==> config.mk <==
export PLATFORM = sky130hd
export DESIGN_NAME = vnf_queue
export DESIGN_NICKNAME = d
export VERILOG_FILES = /design/src/sv/vnf_pkg.sv /design/src/sv/vnf_queue.sv
export SDC_FILE = /design/constraint.sdc
export NUM_CORES = 1
export LEC_CHECK = 0
export BUFFER_PORTS_ARGS = -buffer_cell sky130_fd_sc_hd__buf_2
export CORE_MARGIN = 2
export CORE_UTILIZATION = 49
export DETAILED_ROUTE_END_ITERATION = 16
export PLACE_DENSITY_LB_ADDON = 0.15
export SLEW_MARGIN = 10
export SYNTH_ARGS = -nofsm -noshare
export SYNTH_HDL_FRONTEND = slang
export SYNTH_SLANG_ARGS = --single-unit
==> constraint.sdc <==
create_clock -name i_clk -period 6.9 [get_ports i_clk]
set_input_delay 0 -clock i_clk [delete_from_list [all_inputs] [get_ports i_clk]]
set_output_delay 0 -clock i_clk [all_outputs]
set_load 0.03 [all_outputs]
==> src/sv/vnf_pkg.sv <==
// vnf_pkg: shared types and constants for the fractal value noise sampler
// no dependencies

package vnf_pkg;
    localparam int TableSize   = 64;
    localparam int MaxOctaves  = 8;
    localparam int CellW       = $clog2(TableSize);
    localparam int LayerW      = $clog2(MaxOctaves);
    localparam int EntryW      = 2 * CellW;
    localparam int AddrW       = LayerW + EntryW;
    localparam int LatDepth    = MaxOctaves * TableSize * TableSize;

    localparam logic [1:0] RegOctaves = 2'd0;
    localparam logic [1:0] RegLacun   = 2'd1;
    localparam logic [1:0] RegGain    = 2'd2;

    localparam logic       OpLoad   = 1'b0;
    localparam logic       OpSample = 1'b1;

    localparam logic [23:0] Q824Max = 24'hFFFFFF;

    typedef struct packed {
        logic        op;
        logic [31:0] coord_x;
        logic [31:0] coord_y;
        logic [2:0]  layer_index;
        logic [11:0] entry_index;
        logic [15:0] entry_value;
    } t_item;

    // 24 x 24 product, frac 16 bits removed, saturated to Q8.16
    function automatic logic [23:0] q824_mul_sat(input logic [23:0] a, input logic [23:0] b);
        logic [47:0] p;
        p = 48'(a) * 48'(b);
        q824_mul_sat = (p[47:40] != 8'd0) ? Q824Max : p[39:16];
    endfunction
endpackage

==> src/sv/vnf_queue.sv <==
// vnf_queue: short item queue between the front and the back
// depends on vnf_pkg

module vnf_queue
    import vnf_pkg::*;
(
    input  logic  i_clk,
    input  logic  i_rst_n,
    input  logic  i_push,
    input  t_item i_item,
    output logic  o_full,
    input  logic  i_pop,
    output logic  o_empty,
    output t_item o_item
);
    t_item       r_mem [4];
    logic [1:0]  r_wp, r_rp;
    logic [2:0]  r_cnt;

    assign o_full  = (r_cnt == 3'd4);
    assign o_empty = (r_cnt == 3'd0);
    assign o_item  = r_mem[r_rp];

    always_ff @(posedge i_clk) begin
        if (i_push && !o_full) r_mem[r_wp] <= i_item;
        if (!i_rst_n) begin
            r_wp <= '0; r_rp <= '0; r_cnt <= '0;
        end else begin
            if (i_push && !o_full) r_wp <= r_wp + 2'd1;
            if (i_pop && !o_empty) r_rp <= r_rp + 2'd1;
            r_cnt <= r_cnt + 3'(i_push && !o_full) - 3'(i_pop && !o_empty);
        end
    end
endmodule

==> results by group <==
Worst setup path
  – Startpoint types: flop
  – WS Path Type: flop to primary output
  – Critical Path RT: 6900 ps
  – Crit path DAT: 3320 ps
  – Crit-path cells: buf_4 -> mux4_2 -> buf_2
  – Nature of the critical path endpoint: primary output
  – Worst-path fanout max: 51
  – Crit path max-delay cell type: dfxtp_4
  – Max incr delay on CP: 1040 ps

Power
  – Internal: 4.69 mW
  – Total power: 6.62 mW
  – Flop pwr share: 45.8%
  – Comb power frac: 23.9%
  – Pwr Density: 369 mW/mm^2
  – Sw Pwr: 1.93 mW
  – Clock share of power: 30.4%
  – Worst VDD drop: 278 uV
  – Lkg Pwr: 6.07 nW
  – Switching part of the total: 29.2%

Timing
  – Fin Clk Skew: 19.5 ps
  – Slew Viols, Final: 0
  – Hold WS: 234 ps
  – Finish-stage setup viols: 0
  – Final hold vios: 0
  – RSZ-0062 raised after global routing: false
  – Transition time of the tightest slew-check pin: 1050 ps
  – Period utilization: 48.1%
  – Final min period: 3320 ps
  – Top achievable clock speed: 0.301 GHz
  – Setup_tns: 0 ps
  – Slew headroom: 29.8%

Synth
  – Synth unique cells: 21
  – Mapped Nets: 660
  – Syn avg cell area: 25.9 um^2
  – Sequential share of the synthesized area: 81.8%
  – Synth Cell Area: 0.0143 mm^2
  – Ys Warns: 0
  – Synthesis-stage register bit count: 393
  – EDFF count, synth: 384
  – Syn Inst Count: 553
  – Top FF cell, synth: edfxtp_1
  – Async SR Flop Fraction: 0%

Routing
  – Drt first-iter violations: 439
  – Routed wire length per instance: 20.9 um
  – Drt pass-1 iters: 4
  – Vias: 6791
  – Vias per inst: 5.26
  – Remaining antenna violation count: 0
  – Drt drc: 0
  – Final wirelength: 27000 um

Floorplan
  – Die X: 175 um
  – Core ar.: 0.0287 mm^2
  – Starting Density: 49.9%
  – Placement row count: 62
  – Die height: 175 um
  – I/O Pins: 198
  – Die ar.: 0.0306 mm^2

Outcome
  – Status: completed

Placed design
  – Post-Place Cells: 1116
  – Gpl congestion: 0.742
  – Dpl hpwl: 15500 um
  – Area after DPL: 0.0157 mm^2
  – PortBufs: 197

GRT
  – First-pass GRT wire length: 41300 um
  – Remaining global-route overflow: 0
  – Total Routing Usage GR: 17.7%
  – Initial antenna violation count: 3
  – Vias in the first global route: 7392
  – Largest net degree at the start of global routing: 70

Finish
  – Layout cells sized above 1: 39.6%
  – Design Area, Final: 0.0179 mm^2
  – Layout Cells excl Fill: 1290
  – Layout Nets: 981
  – P&R area growth vs syn: 25.2%

Clocking
  – Clk sinks: 393
  – Clk_lat worst skew: 520 ps
  – H-Tree Level Count: 2
  – Root buffer cell: clkbuf_16
  – TritonCTS clock tree: yes
  – CTS Buf Count: 40
  – Max clock buf depth: 3
  – Reg clk slew, reported paths: 60 ps

Job
  – Max-cap violations: 0

Min path
  – Hold Path Class: input pin to flop
-- state kept, by name, summed over array words and instances (netlist names), named ones only --
name and count:
r_mem 384, r_cnt 3, r_rp 2, r_wp 2
-- through the flow --
stage / setup slack [ps] / util [%]
6_report: 3580 / 62.5
5_1_grt: 3240 / 62.5
4_1_cts: 3410 / 62.4
3_5_place_dp: 3950 / 54.7
3_3_place_gp: 3960 / 54.7
2_1_floorplan: 3250 / -
-- critical path, delay by kind of cell, from the launching register on --
kind	cells	cell delay, ps
buffers and inverters	2	1080
flip-flops	1	1040
multiplexers	1	630
-- worst paths after layout --
check | from | to | slack (ps) | depth (start not counted)
setup / recovery | flop | o_item[67] | 3580 | 3
setup reg to reg | r_cnt[2]$_SDFF_PN0_ | r_mem[3][10]$_DFFE_PP_ | 4100 | 4
hold / removal | i_item[6] | r_mem[0][6]$_DFFE_PP_ | 230 | 2
hold reg to reg | r_rp[0]$_SDFFE_PN0P_ | flop | 500 | 2
-- cell usage after synthesis (2+ instances only) --
master	n	area share [%]
mux4_2	96	15
o21ai_0	3	0.10
ha_1	6	0.52
xnor2_1	2	0.12
inv_1	6	0.16
dfxtp_1	9	1.3
clkbuf_1	7	0.18
and2_1	7	0.31
mux2i_1	2	0.14
nor2b_1	2	0.087
buf_6	5	0.39
nand2_1	6	0.16
buf_2	11	0.38
edfxtp_1	384	81
-- final cells by class --
| class | instances | area, um^2 |
|---|---|---|
| Inverter | 6 | 22.5 |
| Clock buffer | 48 | 1030 |
| Fill cell | 2041 | 10800 |
| Antenna cell | 2 | 5.00 |
| Clock inverter | 24 | 200 |
| Timing Repair Buffer | 303 | 2030 |
| Sequential cell | 393 | 11700 |
| Tap cell | 384 | 480 |
| Multi-Input combinational cell | 130 | 2440 |
-- cell usage in the layout, fill, tap and decap left out, types with 4 or more instances in the layout --
cell type and instances:
edfxtp_1 384, buf_2 197, dlygate4sd3_1 100, mux4_2 96, clkbuf_16 40, clkinv_1 11, clkbuf_1 8, clkinv_2 7
dfxtp_1 7, inv_1 6, nand2_1 6, ha_1 6, buf_4 6, and2_4 4
-- power groups by stage --
stage / combinational, mW / clock [mW] / sequential [mW]
after floorplan: 1.21 / 0 / 3.00
after global placement: 1.55 / 0 / 3.07
after detailed placement: 1.56 / 0 / 3.09
after CTS: 1.62 / 2.07 / 3.04
after global routing: 1.68 / 2.16 / 3.06
final: 1.58 / 2.01 / 3.03
-- kinds of logic after synthesis --
| kind of cell | share of synthesized area, % |
|---|---|
| xor+xnor | 0.122 |
| flops | 81.8 |
| compound gates | 0.157 |
| buf+inv | 1.26 |
| mux | 15.2 |
| simple gates | 0.760 |
| fa+ha+maj | 0.664 |
-- layer usage --
layer | GRT usage [%] | routed length (um) | vias to the layer above
met4 | 4.27 | 443 | 2
met1 | 23.6 | 11300 | 3552
met3 | 4.63 | 1670 | 33
met5 | 0 | 13 | -
li1 | - | - | 3018
met2 | 29.6 | 13500 | 186
-- repair_timing --
action	in CTS	in global routing
setup endpoints to repair	0	0
hold buffers	100	0
endpoints found under the hold margin	393	0
gates resized for setup	0	0
buffers inserted	0	0
(Power assumes the default switching activity.)
